`config.mk`:
```
export PLATFORM = sky130hd
export DESIGN_NAME = pkcs1_chk_parse
export DESIGN_NICKNAME = d
export VERILOG_FILES = /design/src/rtl/core/pkcs1_chk_pkg.sv /design/src/rtl/core/pkcs1_chk_parse.sv
export SDC_FILE = /design/constraint.sdc
export NUM_CORES = 1
export LEC_CHECK = 0
export ABC_CLOCK_PERIOD_IN_PS = 9200
export BUFFER_PORTS_ARGS = -buffer_cell sky130_fd_sc_hd__buf_2
export CAP_MARGIN = 20
export CORE_MARGIN = 8
export CORE_UTILIZATION = 55
export DETAILED_ROUTE_END_ITERATION = 16
export HOLD_SLACK_MARGIN = 0.15
export PLACE_DENSITY_LB_ADDON = 0.1
export SYNTH_ARGS = -nofsm -noshare
export SYNTH_HDL_FRONTEND = slang
export SYNTH_SLANG_ARGS = --single-unit
```
`constraint.sdc`:
```
create_clock -name clock -period 9.2 [get_ports clock]
set_clock_uncertainty 0.15 [all_clocks]
set_input_delay 1.84 -clock clock [delete_from_list [all_inputs] [get_ports clock]]
set_output_delay 1.84 -clock clock [all_outputs]
set_load 0.05 [all_outputs]
```
`src/rtl/core/pkcs1_chk_pkg.sv`:
```
`timescale 1ns / 1ps
// ----------------------------------------------------------------------------
// pkcs1_chk_pkg
// Shared constants, types and the DigestInfo prefix table for the
// PKCS#1 v1.5 encoded message checker.
// ----------------------------------------------------------------------------
package pkcs1_chk_pkg;

   // Message layout
   localparam int DIGEST_OCTETS  = 32;
   localparam int PREFIX_OCTETS  = 19;
   localparam int MIN_PAD_OCTETS = 8;

   localparam int POS_W    = 9;
   localparam int PREFIX_W = 5;
   localparam int DIDX_W   = 5;
   localparam int DCNT_W   = 6;
   localparam int PAD_W    = $clog2(MIN_PAD_OCTETS + 1);

   // Message lengths selected by the key length register
   localparam logic [POS_W-1:0] MSG_LEN_2048 = POS_W'(256);
   localparam logic [POS_W-1:0] MSG_LEN_3072 = POS_W'(384);

   // Fixed octet values
   localparam logic [7:0] OCT_ZERO = 8'h00;
   localparam logic [7:0] OCT_ONE  = 8'h01;
   localparam logic [7:0] OCT_PAD  = 8'hFF;

   // Key length register codes
   localparam logic KEY_MODE_2048 = 1'b0;
   localparam logic KEY_MODE_3072 = 1'b1;

   // Result of one parse step
   typedef struct packed {
      logic                have_result;
      logic [7:0]          digest_byte;
      logic [DIDX_W-1:0]   digest_index;
      logic                is_digest;
      logic                done_res;
      logic                valid_res;
   } parse_res_type;

   // SHA-256 DigestInfo prefix
   function automatic logic [7:0] sha256_prefix(input logic [PREFIX_W-1:0] idx);
      logic [7:0] val;
      val = 8'h00;
      case (idx)
         5'd0:  val = 8'h30;
         5'd1:  val = 8'h31;
         5'd2:  val = 8'h30;
         5'd3:  val = 8'h0d;
         5'd4:  val = 8'h06;
         5'd5:  val = 8'h09;
         5'd6:  val = 8'h60;
         5'd7:  val = 8'h86;
         5'd8:  val = 8'h48;
         5'd9:  val = 8'h01;
         5'd10: val = 8'h65;
         5'd11: val = 8'h03;
         5'd12: val = 8'h04;
         5'd13: val = 8'h02;
         5'd14: val = 8'h01;
         5'd15: val = 8'h05;
         5'd16: val = 8'h00;
         5'd17: val = 8'h04;
         5'd18: val = 8'h20;
         default: val = 8'h00;
      endcase
      return val;
   endfunction

endpackage

```
`src/rtl/core/pkcs1_chk_parse.sv`:
```
`timescale 1ns / 1ps
// ----------------------------------------------------------------------------
// pkcs1_chk_parse
// Phase machine that walks the encoded message one octet per step and
// computes the result for that octet; parse state updates on step.
// ----------------------------------------------------------------------------
module pkcs1_chk_parse (
   input  logic                         clock,
   input  logic                         reset,
   input  logic                         step,
   input  logic [7:0]                   octet,
   input  logic                         start_req,
   input  logic                         key_mode,
   output pkcs1_chk_pkg::parse_res_type res
);
   import pkcs1_chk_pkg::*;

   typedef enum logic [2:0] {
      PH_ZERO   = 3'd0,
      PH_ONE    = 3'd1,
      PH_PAD    = 3'd2,
      PH_PREFIX = 3'd3,
      PH_DIGEST = 3'd4,
      PH_END    = 3'd5,
      PH_DROP   = 3'd6
   } phase_type;

   phase_type             phase_ff, phase_in, phase_cur;
   logic [POS_W-1:0]      pos_ff, pos_in, pos_cur;
   logic [PAD_W-1:0]      pad_ff, pad_in, pad_cur;
   logic [PREFIX_W-1:0]   pfx_ff, pfx_in, pfx_cur;
   logic [DCNT_W-1:0]     dcnt_ff, dcnt_in, dcnt_cur;
   logic                  failed_ff, failed_in, failed_cur;

   logic [POS_W-1:0]      msg_len;
   logic                  last;
   logic                  bad;
   logic                  emit;
   logic [DIDX_W-1:0]     didx;
   logic [PREFIX_W-1:0]   pfx_next;
   logic [DCNT_W-1:0]     dcnt_next;

   // Start of a new message clears the parse state before use
   always_comb begin
      if (start_req) begin
         phase_cur  = PH_ZERO;
         pos_cur    = '0;
         pad_cur    = '0;
         pfx_cur    = '0;
         dcnt_cur   = '0;
         failed_cur = 1'b0;
      end else begin
         phase_cur  = phase_ff;
         pos_cur    = pos_ff;
         pad_cur    = pad_ff;
         pfx_cur    = pfx_ff;
         dcnt_cur   = dcnt_ff;
         failed_cur = failed_ff;
      end
   end

   assign msg_len   = (key_mode == KEY_MODE_3072) ? MSG_LEN_3072 : MSG_LEN_2048;
   assign last      = (pos_cur == msg_len - POS_W'(1));
   assign pfx_next  = pfx_cur + PREFIX_W'(1);
   assign dcnt_next = dcnt_cur + DCNT_W'(1);

   // Phase decode for one octet
   always_comb begin
      phase_in = phase_cur;
      pad_in   = pad_cur;
      pfx_in   = pfx_cur;
      dcnt_in  = dcnt_cur;
      bad      = 1'b0;
      emit     = 1'b0;
      didx     = '0;
      unique case (phase_cur)
         PH_ZERO: begin
            if (octet != OCT_ZERO) bad = 1'b1;
            else                   phase_in = PH_ONE;
         end
         PH_ONE: begin
            if (octet != OCT_ONE) bad = 1'b1;
            else                  phase_in = PH_PAD;
         end
         PH_PAD: begin
            if (octet == OCT_PAD) begin
               // run length saturates once the minimum is reached
               if (pad_cur < PAD_W'(MIN_PAD_OCTETS)) pad_in = pad_cur + PAD_W'(1);
            end else if (octet == OCT_ZERO && pad_cur >= PAD_W'(MIN_PAD_OCTETS)) begin
               phase_in = PH_PREFIX;
               pfx_in   = '0;
            end else begin
               bad = 1'b1;
            end
         end
         PH_PREFIX: begin
            if (pfx_cur >= PREFIX_W'(PREFIX_OCTETS) || octet != sha256_prefix(pfx_cur)) begin
               bad = 1'b1;
            end else begin
               pfx_in = pfx_next;
               if (pfx_next == PREFIX_W'(PREFIX_OCTETS)) begin
                  // digest must end exactly at the message end
                  if ({1'b0, pos_cur} + 10'd1 !=
                      {1'b0, msg_len} - 10'(DIGEST_OCTETS)) begin
                     bad = 1'b1;
                  end else begin
                     phase_in = PH_DIGEST;
                     dcnt_in  = '0;
                  end
               end
            end
         end
         PH_DIGEST: begin
            emit    = 1'b1;
            didx    = dcnt_cur[DIDX_W-1:0];
            dcnt_in = dcnt_next;
            if (dcnt_next >= DCNT_W'(DIGEST_OCTETS)) phase_in = PH_END;
         end
         PH_END: begin
            bad = 1'b1;
         end
         default: begin
         end
      endcase
      if (bad) phase_in = PH_DROP;
   end

   assign failed_in = failed_cur | bad;
   assign pos_in    = pos_cur + POS_W'(1);

   // Result for this octet
   always_comb begin
      res.have_result  = emit | last;
      res.digest_byte  = emit ? octet : 8'h00;
      res.digest_index = didx;
      res.is_digest    = emit;
      res.done_res     = last;
      res.valid_res    = last & ~failed_in & (phase_in == PH_END);
   end

   // Parse state; returns to reset after the final octet
   always_ff @(posedge clock) begin
      if (reset) begin
         phase_ff  <= PH_ZERO;
         pos_ff    <= '0;
         pad_ff    <= '0;
         pfx_ff    <= '0;
         dcnt_ff   <= '0;
         failed_ff <= 1'b0;
      end else if (step) begin
         if (last) begin
            phase_ff  <= PH_ZERO;
            pos_ff    <= '0;
            pad_ff    <= '0;
            pfx_ff    <= '0;
            dcnt_ff   <= '0;
            failed_ff <= 1'b0;
         end else begin
            phase_ff  <= phase_in;
            pos_ff    <= pos_in;
            pad_ff    <= pad_in;
            pfx_ff    <= pfx_in;
            dcnt_ff   <= dcnt_in;
            failed_ff <= failed_in;
         end
      end
   end

endmodule

```
==> results.py <==
metrics = {
    "layout": {
        "area_delta_synth_final_pct": 4.786,
        "layout-drive-gt1-share": 0.1392,
        "register_area_um2": 560.5,
        "diodes": 0,
        "final_cells": 455,
        "fill_cells": 476,
        "multiInputGateArea_mm2": 0.001923,
        "fin_nets": 407,
    },
    "place": {
        "gp_congestion": 0.9274,
        "dp.final_hpwl_mm": 5.560,
        "dp_cells": 452,
        "io_buffers": 29,
    },
    "grt": {
        "track_usage": 0.2044,
        "grt_pass1_wl_mm": 12.64,
        "grt_pass1_vias": 2584,
        "antenna_found_initial": 0,
        "globalRoute.totalOverflow": 0,
        "grt_start_max_net_pins": 33,
    },
    "clock_tree": {
        "hold_buffers": 0,
        "cts-root-buf": "clkbuf_8",
        "clkSinkCount": 28,
        "cts_tree": "built",
        "post_cts_resized": 0,
        "clock_latency_ns": 0.27,
        "clk_pin_slew_ns": 0.09,
        "numCtsBuffers": 3,
        "clock_tree.htree_level_count": 1,
        "clk_path_buf_depth": 2,
        "cts_setup_buffers": 0,
    },
    "logic_synthesis": {
        "avgSynthCellArea_um2": 6.976,
        "synth_edf_count": 0,
        "syn-num-nets": 403,
        "ys_seq_area_frac": 0.2082,
        "ys_dominant_reg_cell": "dfxtp_1",
        "netlist_area_mm2": 0.002693,
        "synth_top_cell_area_share": 0.2082,
        "ys_seq_elements": 28,
        "netlist_instances": 386,
        "yosysUniqueCellTypes": 76,
        "yosysTopAreaCell": "dfxtp_1",
        "synthArstFlopShare": 0,
        "synth.area.top_cells": "dfxtp_1 (21%), nor2_1 (6.6%), a21oi_1 (6.3%)",
        "yosys_warnings": 0,
    },
    "setup_path": {
        "end_kind": "output port",
        "crit_type": "in2out",
        "r2r_cells": 8,
        "rrSetupSlack_ns": 6.00,
        "crit_arrival_ns": 4.62,
        "crit_required_ns": 7.21,
        "start_kind": "input pin",
        "critPathMaxFanout": 32,
        "reg2reg_from": "pfx_ff[1]",
        "r2r-end": "dcnt_ff[3]",
    },
    "sta": {
        "grt_setup_unrepaired": "no",
        "max_freq_ghz": 0.1513,
        "tns_ns": 0,
        "finalCriticalPeriod_ns": 6.611,
        "setup_violations": 0,
        "fin_crit_sh": 0.7185,
        "finalHoldViolCount": 0,
        "slew_violations": 0,
        "worstMarginPinSlew_ns": 0.7455,
        "max_slew_margin": 0.5016,
    },
    "hold_path": {
        "hold_path_depth": 2,
        "holdCritStartpoint": "pad_ff[1]",
        "hold_class": "reg2reg",
        "min_to": "pad_ff[1]",
    },
    "floorplan": {
        "rows": 25,
        "core_area_mm2": 0.004723,
        "dieArea_mm2": 0.007391,
        "initial_core_util": 0.5701,
        "die_h_um": 85.97,
        "die_w_um": 85.97,
        "io_pins": 30,
    },
    "power_and_ir_drop": {
        "p_leak_nw": 1.008,
        "cellPowerDensity_mw_per_mm2": 86.73,
        "vdd_drop_max_v": 0.00007081,
    },
    "flow_run": {
        "maxCapViolCount": 0,
    },
    "detailed_routing": {
        "wl_per_cell_um": 16.85,
        "avgViaCountPerCell": 6.530,
        "post-route-drc-count": 0,
        "vias": 2971,
        "drt_wl_total_mm": 7.666,
        "firstDrtPassIters": 5,
        "drt-initial-drc-count": 217,
        "ant_nets": 0,
    },
    "run_status": {
        "status": "complete, no violations",
    },
}
[cell usage in the layout, fill, tap and decap left out, drive strengths merged, types with 7 or more instances in the layout]
| cell type | n |
|---|---|
| a211oi | 7 |
| a21oi | 35 |
| and2 | 10 |
| buf | 29 |
| dfxtp | 28 |
| inv | 18 |
| nand2 | 39 |
| nand3 | 10 |
| nand4 | 9 |
| nor2 | 47 |
| nor2b | 7 |
| nor3 | 7 |
| nor4 | 7 |
| o21ai | 20 |
[critical path, stage by stage]
cell,delay (ns)
buf_2,0.28
nor2b_1,0.18
ha_1,0.22
nand4b_1,0.19
o31a_1,0.38
a2111o_1,0.44
a211oi_2,0.26
nand4_2,0.18
a21oi_2,0.19
and4bb_1,0.19
buf_2,0.26
[cells in the mapped netlist, types with 7 or more instances]
cell and instances:
nor2_1 47, nand2_1 37, a21oi_1 34, dfxtp_1 28, o21ai_0 20, clkbuf_1 19
inv_1 18, and2_1 10, nand3_1 9, nand4_1 8, nor2b_1 7, nor3_1 7
nor4_1 7
[layout make-up]
type	count	area share
clock buffers	3	0.01463
inverters	18	0.02395
multi-input cells	310	0.6816
flip-flops and latches	28	0.1987
well taps	67	0.02971
repair buffers	29	0.05144
[report_power, final]
part	switching, W	total (W)	leakage, nW	internal, W
Clock	0.0000365	0.0000658	0.0216	0.0000293
Combinational	0.0000363	0.0000517	0.760	0.0000154
Sequential	0.00000402	0.000127	0.227	0.000123
[kinds of logic (layout without fill, tap and decap cells)]
| kind of cell | Yosys count | count (layout) | share of synthesized area |
|---|---|---|---|
| simple gates | 174 | 174 | 0.3420 |
| compound gates | 124 | 124 | 0.3253 |
| buf+inv | 48 | 50 | 0.07760 |
| flops | 28 | 28 | 0.2082 |
| fa+ha+maj | 5 | 5 | 0.02231 |
| xor+xnor | 4 | 4 | 0.01301 |
| mux | 3 | 3 | 0.01162 |
[stage by stage]
step / worst slack, ns / hold WS, ns / area (µm²) / util / total power [W]
2_1_floorplan: 2.536 / 0.3008 / 2693 / - / 0.0001671
3_3_place_gp: 2.685 / 0.3261 / 2780 / 0.5886 / 0.0001803
3_5_place_dp: 2.615 / 0.3267 / 2780 / 0.5886 / 0.0001810
4_1_cts: 2.609 / 0.3481 / 2821 / 0.5974 / 0.0002474
5_1_grt: 2.391 / 0.3706 / 2821 / 0.5974 / 0.0002568
6_report: 2.589 / 0.3392 / 2821 / 0.5974 / 0.0002447
[registers in the layout, summed over array words and instances (netlist names)]
signal	cells
dcnt_ff	6
pfx_ff	5
phase_ff	3
pad_ff	4
pos_ff	9
failed_ff	1
[per-layer routing]
| layer | track usage | wire [µm] | up-vias |
|---|---|---|---|
| li1 | - | - | 1438 |
| met1 | 0.2697 | 3424 | 1398 |
| met5 | 0 | 0 | - |
| met4 | 0.05414 | 163 | 0 |
| met3 | 0.02961 | 573 | 12 |
| met2 | 0.3352 | 3504 | 123 |
[worst max path at each step]
stage                     startpoint  endpoint  slack [ns]
after global placement     start_req    res[0]        2.69
after CTS                  start_req    res[0]        2.61
final                      start_req    res[0]        2.59
after floorplan            start_req    res[0]        2.54
after global routing       start_req    res[0]        2.39
after detailed placement   start_req    res[0]        2.62
Power figures use the tool's default switching activity.
